## src/rtl/uqd_pkg.sv

```systemverilog
package uqd_pkg;

  // Result kinds
  localparam logic [1:0] ITEM_NAME   = 2'd0;
  localparam logic [1:0] ITEM_VALUE  = 2'd1;
  localparam logic [1:0] ITEM_VSTART = 2'd2;
  localparam logic [1:0] ITEM_FEND   = 2'd3;

  // Escape hold states
  localparam logic [1:0] PEND_NONE  = 2'd0;
  localparam logic [1:0] PEND_PCT   = 2'd1;
  localparam logic [1:0] PEND_DIGIT = 2'd2;

  // Special characters
  localparam logic [7:0] CH_PLUS  = 8'h2B;
  localparam logic [7:0] CH_PCT   = 8'h25;
  localparam logic [7:0] CH_EQ    = 8'h3D;
  localparam logic [7:0] CH_AMP   = 8'h26;
  localparam logic [7:0] CH_SPACE = 8'h20;

  localparam int MaxItems = 4;
  localparam int CntW     = $clog2(MaxItems + 1);
  localparam int IdxW     = $clog2(MaxItems);

  typedef struct packed {
    logic [7:0] data;
    logic [1:0] kind;
    logic       qend;
  } uqd_item_t;

  // All results caused by one input byte
  typedef struct packed {
    logic [CntW-1:0]             cnt;
    uqd_item_t [MaxItems-1:0]    items;
  } uqd_bundle_t;

  // FIFO handshake between front and back
  typedef struct packed {
    logic full;
    logic empty;
  } uqd_fifo_status_t;

  function automatic logic is_hex(input logic [7:0] c);
    return (c >= 8'h30 && c <= 8'h39) || (c >= 8'h41 && c <= 8'h46) ||
           (c >= 8'h61 && c <= 8'h66);
  endfunction

  function automatic logic [3:0] hex_val(input logic [7:0] c);
    logic [7:0] v;
    v = 8'd0;
    if (c >= 8'h41 && c <= 8'h46) v = c - 8'h37;
    else if (c >= 8'h61 && c <= 8'h66) v = c - 8'h57;
    else if (c >= 8'h30 && c <= 8'h39) v = c - 8'h30;
    return v[3:0];
  endfunction

  function automatic uqd_item_t mk_item(input logic [7:0] data, input logic [1:0] kind,
                                        input logic qend);
    uqd_item_t it;
    it.data = data;
    it.kind = kind;
    it.qend = qend;
    return it;
  endfunction

endpackage

```

## src/rtl/url_query_decoder_core.sv

```systemverilog
// Each byte's results are registered as one bundle, offered behind any queued before it.
// Throughput: one input byte per cycle while each byte yields at most one result and
// out_stall is low; a byte with more results holds the output for one beat per result,
// buffered by a two-deep queue. Bytes that only start or extend an escape yield nothing.
// Reset (rst_n low, synchronous) empties the queue and returns to the name part
// with no escape held.
module url_query_decoder_core (
  input  logic       clk,
  input  logic       rst_n,
  input  logic       in_valid,
  output logic       in_stall,
  input  logic [7:0] in_byte,
  input  logic       in_query_last,
  output logic       out_valid,
  input  logic       out_stall,
  output logic [7:0] out_byte,
  output logic [1:0] out_item_type,
  output logic       out_query_end,
  output logic       out_run_last
);
  import uqd_pkg::*;

  uqd_bundle_t      wr_bundle, head;
  uqd_fifo_status_t fifo_st;
  logic             push, pop;

  uqd_front u_front (
    .clk           (clk),
    .rst_n         (rst_n),
    .in_valid      (in_valid),
    .in_stall      (in_stall),
    .in_byte       (in_byte),
    .in_query_last (in_query_last),
    .fifo_st       (fifo_st),
    .push          (push),
    .bundle        (wr_bundle)
  );

  uqd_fifo u_fifo (
    .clk       (clk),
    .rst_n     (rst_n),
    .push      (push),
    .wr_bundle (wr_bundle),
    .pop       (pop),
    .rd_bundle (head),
    .status    (fifo_st)
  );

  uqd_back u_back (
    .clk           (clk),
    .rst_n         (rst_n),
    .head          (head),
    .fifo_st       (fifo_st),
    .pop           (pop),
    .out_valid     (out_valid),
    .out_stall     (out_stall),
    .out_byte      (out_byte),
    .out_item_type (out_item_type),
    .out_query_end (out_query_end),
    .out_run_last  (out_run_last)
  );

endmodule

```

## src/rtl/uqd_front.sv

```systemverilog
module uqd_front (
  input  logic                  clk,
  input  logic                  rst_n,
  input  logic                  in_valid,
  output logic                  in_stall,
  input  logic [7:0]            in_byte,
  input  logic                  in_query_last,
  input  uqd_pkg::uqd_fifo_status_t fifo_st,
  output logic                  push,
  output uqd_pkg::uqd_bundle_t  bundle
);
  import uqd_pkg::*;

  logic [1:0] pend_r, pend_nxt;
  logic [7:0] held_r, held_nxt;
  logic       inval_r, inval_nxt;
  logic       accept;

  uqd_item_t [MaxItems-1:0] slots;
  logic [CntW-1:0]          cnt;

  assign in_stall = fifo_st.full;
  assign accept   = in_valid && !fifo_st.full;

  // Classify one byte into up to four results
  always_comb begin
    slots     = '0;
    cnt       = '0;
    pend_nxt  = pend_r;
    held_nxt  = held_r;
    inval_nxt = inval_r;
    if (pend_r == PEND_PCT && is_hex(in_byte)) begin
      held_nxt = in_byte;
      pend_nxt = PEND_DIGIT;
    end else if (pend_r == PEND_DIGIT && is_hex(in_byte)) begin
      slots[cnt[IdxW-1:0]] = mk_item({hex_val(held_r), hex_val(in_byte)},
                                     inval_r ? ITEM_VALUE : ITEM_NAME, 1'b0);
      cnt      = cnt + 1'b1;
      pend_nxt = PEND_NONE;
      held_nxt = '0;
    end else begin
      // broken escape goes out literally
      if (pend_r == PEND_PCT || pend_r == PEND_DIGIT) begin
        slots[cnt[IdxW-1:0]] = mk_item(CH_PCT, inval_r ? ITEM_VALUE : ITEM_NAME, 1'b0);
        cnt = cnt + 1'b1;
      end
      if (pend_r == PEND_DIGIT) begin
        slots[cnt[IdxW-1:0]] = mk_item(held_r, inval_r ? ITEM_VALUE : ITEM_NAME, 1'b0);
        cnt = cnt + 1'b1;
      end
      pend_nxt = PEND_NONE;
      held_nxt = '0;
      // plain byte handling
      if (in_byte == CH_AMP) begin
        slots[cnt[IdxW-1:0]] = mk_item(8'd0, ITEM_FEND, 1'b0);
        cnt       = cnt + 1'b1;
        inval_nxt = 1'b0;
      end else if (in_byte == CH_PLUS) begin
        slots[cnt[IdxW-1:0]] = mk_item(CH_SPACE, inval_r ? ITEM_VALUE : ITEM_NAME, 1'b0);
        cnt = cnt + 1'b1;
      end else if (in_byte == CH_PCT) begin
        pend_nxt = PEND_PCT;
      end else if (in_byte == CH_EQ && !inval_r) begin
        slots[cnt[IdxW-1:0]] = mk_item(8'd0, ITEM_VSTART, 1'b0);
        cnt       = cnt + 1'b1;
        inval_nxt = 1'b1;
      end else begin
        slots[cnt[IdxW-1:0]] = mk_item(in_byte, inval_r ? ITEM_VALUE : ITEM_NAME, 1'b0);
        cnt = cnt + 1'b1;
      end
    end
    // final byte: flush anything held, then close the query
    if (in_query_last) begin
      if (pend_nxt == PEND_PCT || pend_nxt == PEND_DIGIT) begin
        slots[cnt[IdxW-1:0]] = mk_item(CH_PCT, inval_nxt ? ITEM_VALUE : ITEM_NAME, 1'b0);
        cnt = cnt + 1'b1;
      end
      if (pend_nxt == PEND_DIGIT) begin
        slots[cnt[IdxW-1:0]] = mk_item(held_nxt, inval_nxt ? ITEM_VALUE : ITEM_NAME, 1'b0);
        cnt = cnt + 1'b1;
      end
      slots[cnt[IdxW-1:0]] = mk_item(8'd0, ITEM_FEND, 1'b1);
      cnt       = cnt + 1'b1;
      pend_nxt  = PEND_NONE;
      held_nxt  = '0;
      inval_nxt = 1'b0;
    end
  end

  assign bundle.cnt   = cnt;
  assign bundle.items = slots;
  assign push         = accept && (cnt != '0);

  // Decoder state
  always_ff @(posedge clk) begin
    if (!rst_n) begin
      pend_r  <= PEND_NONE;
      held_r  <= '0;
      inval_r <= 1'b0;
    end else if (accept) begin
      pend_r  <= pend_nxt;
      held_r  <= held_nxt;
      inval_r <= inval_nxt;
    end
  end

endmodule

```

## src/rtl/uqd_fifo.sv

```systemverilog
module uqd_fifo (
  input  logic                      clk,
  input  logic                      rst_n,
  input  logic                      push,
  input  uqd_pkg::uqd_bundle_t      wr_bundle,
  input  logic                      pop,
  output uqd_pkg::uqd_bundle_t      rd_bundle,
  output uqd_pkg::uqd_fifo_status_t status
);
  import uqd_pkg::*;

  uqd_bundle_t mem_r [2];
  logic        wr_ptr_r, rd_ptr_r;
  logic [1:0]  count_r;

  assign status.full  = (count_r == 2'd2);
  assign status.empty = (count_r == 2'd0);
  assign rd_bundle    = mem_r[rd_ptr_r];

  // Storage
  always_ff @(posedge clk) begin
    if (push) begin
      mem_r[wr_ptr_r] <= wr_bundle;
    end
  end

  // Pointers and fill level
  always_ff @(posedge clk) begin
    if (!rst_n) begin
      wr_ptr_r <= 1'b0;
      rd_ptr_r <= 1'b0;
      count_r  <= 2'd0;
    end else begin
      if (push) wr_ptr_r <= ~wr_ptr_r;
      if (pop)  rd_ptr_r <= ~rd_ptr_r;
      case ({push, pop})
        2'b10:   count_r <= count_r + 2'd1;
        2'b01:   count_r <= count_r - 2'd1;
        default: count_r <= count_r;
      endcase
    end
  end

endmodule

```

## src/rtl/uqd_back.sv

```systemverilog
module uqd_back (
  input  logic                      clk,
  input  logic                      rst_n,
  input  uqd_pkg::uqd_bundle_t      head,
  input  uqd_pkg::uqd_fifo_status_t fifo_st,
  output logic                      pop,
  output logic                      out_valid,
  input  logic                      out_stall,
  output logic [7:0]                out_byte,
  output logic [1:0]                out_item_type,
  output logic                      out_query_end,
  output logic                      out_run_last
);
  import uqd_pkg::*;

  logic [IdxW-1:0] idx_r, idx_nxt;
  logic            beat;
  logic            last_item;
  uqd_item_t       cur;

  assign cur       = head.items[idx_r];
  assign last_item = ({1'b0, idx_r} == head.cnt - 1'b1);
  assign out_valid = !fifo_st.empty;
  assign beat      = out_valid && !out_stall;
  assign pop       = beat && last_item;

  assign out_byte      = cur.data;
  assign out_item_type = cur.kind;
  assign out_query_end = cur.qend;
  assign out_run_last  = last_item;

  // Step through the head bundle one beat at a time
  always_comb begin
    idx_nxt = idx_r;
    if (beat) idx_nxt = last_item ? '0 : idx_r + 1'b1;
  end

  always_ff @(posedge clk) begin
    if (!rst_n) begin
      idx_r <= '0;
    end else begin
      idx_r <= idx_nxt;
    end
  end

endmodule
```

## config.mk

```make
export PLATFORM = sky130hd
export DESIGN_NAME = url_query_decoder_core
export DESIGN_NICKNAME = d
export VERILOG_FILES = /design/src/rtl/uqd_pkg.sv /design/src/rtl/url_query_decoder_core.sv /design/src/rtl/uqd_front.sv /design/src/rtl/uqd_fifo.sv /design/src/rtl/uqd_back.sv
export SDC_FILE = /design/constraint.sdc
export NUM_CORES = 1
export LEC_CHECK = 0
export BUFFER_PORTS_ARGS = -buffer_cell sky130_fd_sc_hd__buf_4
export CAP_MARGIN = 15
export CORE_ASPECT_RATIO = 0.5
export CORE_MARGIN = 1.5
export CORE_UTILIZATION = 50
export DETAILED_ROUTE_END_ITERATION = 10
export GPL_ROUTABILITY_DRIVEN = 1
export PLACE_DENSITY = 0.76
export SETUP_SLACK_MARGIN = 0.1
export SYNTH_ARGS = -nofsm -noshare
export SYNTH_HDL_FRONTEND = slang
export SYNTH_SLANG_ARGS = --single-unit
```

## constraint.sdc

```tcl
create_clock -name clk -period 7.8 [get_ports clk]
set_clock_uncertainty 0.1 [all_clocks]
set_input_delay 1.56 -clock clk [delete_from_list [all_inputs] [get_ports clk]]
set_output_delay 1.56 -clock clk [all_outputs]
set_load 0.01 [all_outputs]
```

## After elaboration in Yosys (flattened, before gate mapping)

Memory sizes are Yosys's and may differ from the RTL's. A register that Yosys moved wholly into a read port is not among the register bits.
Index checks and enable logic that the tools add are counted.

- Register bits: 17
- Latch bits: 0
- RAM bits: 94
- ROM bits: 0
- Bits of input ports: 13
- Output and inout port bits: 14
- Word-level logic and storage cells: 178
- Memories kept: 1

Memory list:

| memory | words | width | rd ports | clocked after Yosys merged registers in | write ports | line | source |
|---|---|---|---|---|---|---|---|
| u_fifo.mem_r | 2 | 47 | 1 | 1 | 1 | uqd_fifo.sv:12 | `uqd_bundle_t mem_r [2];` |

- $add $sub $neg: 15
- Multipliers: 0
- Divide/modulo/power cells: 0
- Order comparisons: 23
- Equal/unequal tests: 12
- Shift operators: 0
- Mux-type cells: 80
- Bitwise gates (word level): 11
- Reduce and logical (&&, ||, !) cells: 29

Operators with widths:

| cell | count |
|---|---|
| $mux 44 | 13 |
| $bwmux 44 | 5 |
| $demux 11 s2 | 5 |
| $mux 11 | 9 |
| $mux 3 | 15 |
| $and 40x40->40 | 1 |
| $not 40->40 | 1 |
| $and 36x36->36 | 1 |
| $not 36->36 | 1 |
| $mux 33 | 1 |
| $and 32x32->32 | 1 |
| $eq 8x6->1 const B | 4 |
| $ge 8x7->1 const B | 4 |
| $le 8x7->1 const B | 4 |
| $not 32->32 | 1 |
| $mux 4 | 6 |
| $bmux 11 s2 | 1 |
| $logic_and 1x1->1 | 18 |
| $lt 2x3->1 const B | 6 |
| $ge 8x6->1 const B | 2 |
| $le 8x6->1 const B | 2 |
| $mux 8 | 2 |
| $sub 4x3->4 const B | 4 |
| $add 3x1->3 const B | 5 |
| 21 further kinds | 58 |

## Longest topological paths before layout

- Depth in word-level cells: 31
- Depth in mapped cells: 24
- Mapped depth without buffers: 21

## Cells and area by module

A second synthesis with hierarchy kept.

- Cells, all modules: 574
- Area, all modules: 6578.8 µm²

By module, submodules not included:

| module | instances | cells each | area each (µm²) | seq. area each (µm²) |
|---|---|---|---|---|
| uqd_fifo | 1 | 168 | 3601.0 | 2922.8 |
| uqd_front | 1 | 371 | 2497.4 | 220.2 |
| uqd_back | 1 | 35 | 480.5 | 40.0 |

## Least setup slack after synthesis

OpenSTA, ideal clock, no wires.

- Path type: input to register
- From: in in_byte[0]
- To: mem u_fifo.mem_r[0][0] (netlist name), enable pin
- Setup time: 0.452 ns
- Arrival: 6.855 ns
- Required time: 7.248 ns
- Path slack: 0.393 ns
- Cell stages on the path: 19
- Path buffers: 1
- Cells stage by stage: clkbuf_1 -> inv_1 -> ha_1 -> or4bb_1 -> nor2_8 -> or3_1 -> a2bb2oi_1 -> ha_1 -> a21o_1 -> ha_1 -> nor2_1 -> a21oi_1 -> ha_1 -> nand2_1 -> inv_1 -> nand3_1 -> nand3_1 -> o31ai_2 -> nor2_1

RTL lines:

| item | line | source |
|---|---|---|
| start: declaration | url_query_decoder_core.sv:12 | `input logic [7:0] in_byte,` |
| end: declaration | uqd_fifo.sv:12 |  |

==> metrics.cfg <==
[run_status]
outcome = finished clean

[pwr]
power_w = 0.00134
power_density_nw_per_um2 = 197
peakVddDrop_mv = 0.149
leakage_nw = 2.38

[global_routing]
grt.total_usage = 0.255
grt_pass1_wl_um = 24500
antenna_found_initial = 0
grt_max_degree = 48
grt-ovfl-total = 0
grt_pass1_vias = 4138

[worst_setup_path]
timing.critical_path.buf_inv = 3
setup.worst_path.start = in_byte[1]
path_class = primary input to register
crit_slowest_cell = o31ai_2
worstReg2RegStart = u_front.pend_r[0]$_SDFFE_PN0P_
cp_top_family = simple AND/OR/NAND/NOR gates
end_kind = register
crit_fanout = 12
cp_cell_sequence = buf_4, inv_1, ha_1, or3b_1, and4_4, a22o_1, a21o_1, ha_1, a21o_1, ha_1, nor2_1, a21oi_1, ha_1, nand2_1, inv_1, nand3_1, nand3_1, o31ai_2, ha_1, or3_1, a21boi_0
start_kind = primary input
cpMostUsedCell = ha_1
cp_data_required_time_ns = 7.97
reg2reg_slack_ns = 2.45
cp_slowest_stage_delay_ns = 0.51
crit_arrival_ns = 6.49

[drt]
first_iter_violations = 605
post_drt_wl_per_cell_um = 22.8
vias = 4611
drc_errors = 0
first_pass_iters = 5
vias_per_cell = 6.49
drtAntennaViolNets = 0
wirelength_um = 16200

[place]
hpwl_um = 11700
place_congestion = 0.974
port_buffers = 26
dp_cells = 694

[clock_network]
cts_setup_buffers = 0
clock_sinks = 112
clock_latency_ns = 0.35
clk_pin_slew_worst_paths_ns = 0.07
htreeDepth = 3
cts_hold_repair.buffers = 0
cts_buffer_depth = 2
clockRootBuffer = clkbuf_16
numCtsBuffers = 9
post_cts_resized = 0
cts_tree = done

[yosys]
ys_async_sr_fraction = 0
seq_area_frac_synth = 0.511
synth_area_leaders = edfxtp_1 (45%), mux4_2 (8.0%), dfxtp_1 (5.8%)
synth_area_sq_um = 6230
synthCells = 531
syn_avg_cell_area_sq_um = 11.7
synth_top_area_cell = edfxtp_1
synth_top_area_frac = 0.453
ys_types = 69
ys_ff_latch = 112
yosysWarnings = 0
synth-edff-count = 94
synth_ff_type = edfxtp_1
syn-num-nets = 565

[timing]
rsz0062_at_grt = false
slew_violations = 0
fmax_ghz = 0.158
worst_pin_slew_ns = 1.01
setup-violations-final = 0
tns_ns = 0
slew_headroom = 0.307
finalCritPeriodShare = 0.809
hold_viol = 0
fin_crit_ns = 6.31

[floorplan]
initial_core_util = 0.520
dieArea_sq_um = 13200
ios = 27
fp.dieH_um = 81.9
core_sq_um = 12000
std_cell_rows = 28
die_w_um = 161

[finish]
antenna_cells = 0
utilization = 0.569
register_area_sq_um = 3180
drive_gt1_frac = 0.183
nFillCells = 995
final_cells = 710
fin_nets = 574
multi_input_area_sq_um = 2800
area_delta_synth_final_pct = 9.50

[flow_run]
drv_cap = 0

[hold_path]
min_path_type = register to register
min-delay-start = u_front.pend_r[1]$_SDFFE_PN0P_

## worst reg2reg max path: cells and delay by family, from the launching register on
family          cells  cell delay, ns
fa+ha+maj           5            1.70
compound gates      7            1.42
simple gates        5            0.95
buf+inv             4            0.79
flops               1            0.33
## routing by layer
layer	vias to the layer above	track usage	wire length [um]
met5	-	0	0
met4	0	0.0648	172
met3	16	0.0591	1890
met2	289	0.364	6630
met1	2255	0.388	7480
li1	2051	-	-
## per-stage QoR
stage          instance area, sq um  worst slack (ns)  hold WS [ns]
5_1_grt                        6820              1.22         0.423
6_report                       6820              1.49         0.394
4_1_cts                        6820              1.55         0.399
2_1_floorplan                  6230             0.393         0.354
3_3_place_gp                   6520              1.36         0.376
3_5_place_dp                   6520              1.19         0.389
## flip-flops by register name, indices dropped and copies added (netlist names), named ones only
signal,count
u_back.idx_r,2
u_fifo.count_r,2
u_fifo.mem_r,94
u_fifo.rd_ptr_r,1
u_fifo.wr_ptr_r,1
u_front.held_r,8
u_front.inval_r,1
u_front.pend_r,2
## synth_stat cells, types with 3 or more instances
cell and count:
edfxtp_1 94, nand2_1 42, nor2_1 29, a21oi_1 26, o21ai_0 26, inv_1 24, nand3_1 23, mux4_2 22
ha_1 21, clkbuf_1 19, dfxtp_1 18, and2_1 15, mux2_2 12, nor3_1 12, a21boi_0 9, a22oi_1 9
a21o_1 6, a22o_1 6, and3_1 6, or3_1 6, buf_2 5, buf_6 5, nand4_1 5, xnor2_1 5
a31oi_1 4, a32o_1 4, buf_1 4, nand2b_1 4, nor4_1 4, o21ai_1 4, a311o_1 3, mux2i_1 3
nand3b_1 3, nor2b_1 3, o221a_2 3, xor2_1 3
## where the power goes
group          internal (W)  total [W]  switching (W)
sequential         0.000687   0.000702      0.0000146
combinational     0.0000751   0.000168      0.0000928
clock              0.000255   0.000475       0.000219
## logic make-up (layout without fill, tap and decap cells)
family	count (synthesis)	in the layout	share of synthesized area
fa+ha+maj	21	21	0.0422
simple gates	165	165	0.140
flops	112	112	0.511
xor+xnor	8	8	0.0113
buf+inv	57	71	0.0414
mux	38	38	0.108
compound gates	130	130	0.146
## path summary, 6_finish.rpt
| kind | endpoint | cells after the start |
|---|---|---|
| min | u_front.pend_r[1]$_SDFFE_PN0P_ | 2 |
| max reg2reg | u_fifo.count_r[1]$_SDFFE_PN0P_ | 21 |
| min reg2reg | u_front.pend_r[1]$_SDFFE_PN0P_ | 2 |
| max | u_fifo.count_r[1]$_SDFFE_PN0P_ | 21 |
## cell usage in the layout (no fill, tap or decap), types with 4 or more instances in the layout
cell type  Yosys  routed
nand4_1        5       5
and2_1        15      15
nor3_1        12      12
buf_4          0      31
o21ai_0       26      26
a21oi_1       26      26
mux2_2        12      12
edfxtp_1      94      94
nor4_1         4       4
a32o_1         4       4
ha_1          21      21
clkbuf_16      0       9
mux4_2        22      22
dfxtp_1       18      17
a21o_1         6       6
a22o_1         6       6
nand2b_1       4       4
xnor2_1        5       5
a21boi_0       9       9
nand2_1       42      42
inv_1         24      24
a22oi_1        9       9
or3_1          6       6
nor2_1        29      27
and3_1         6       6
nand3_1       23      23
a31oi_1        4       4
o21ai_1        4       4
## layout make-up
| class | instances | area share |
|---|---|---|
| Clock inverter | 6 | 0.0110 |
| Timing Repair Buffer | 31 | 0.0341 |
| Clock buffer | 10 | 0.0336 |
| Multi-Input combinational cell | 362 | 0.411 |
| Sequential cell | 112 | 0.467 |
| Tap cell | 165 | 0.0303 |
| Inverter | 24 | 0.0132 |
Note: power is estimated with default switching activity, not from simulation.
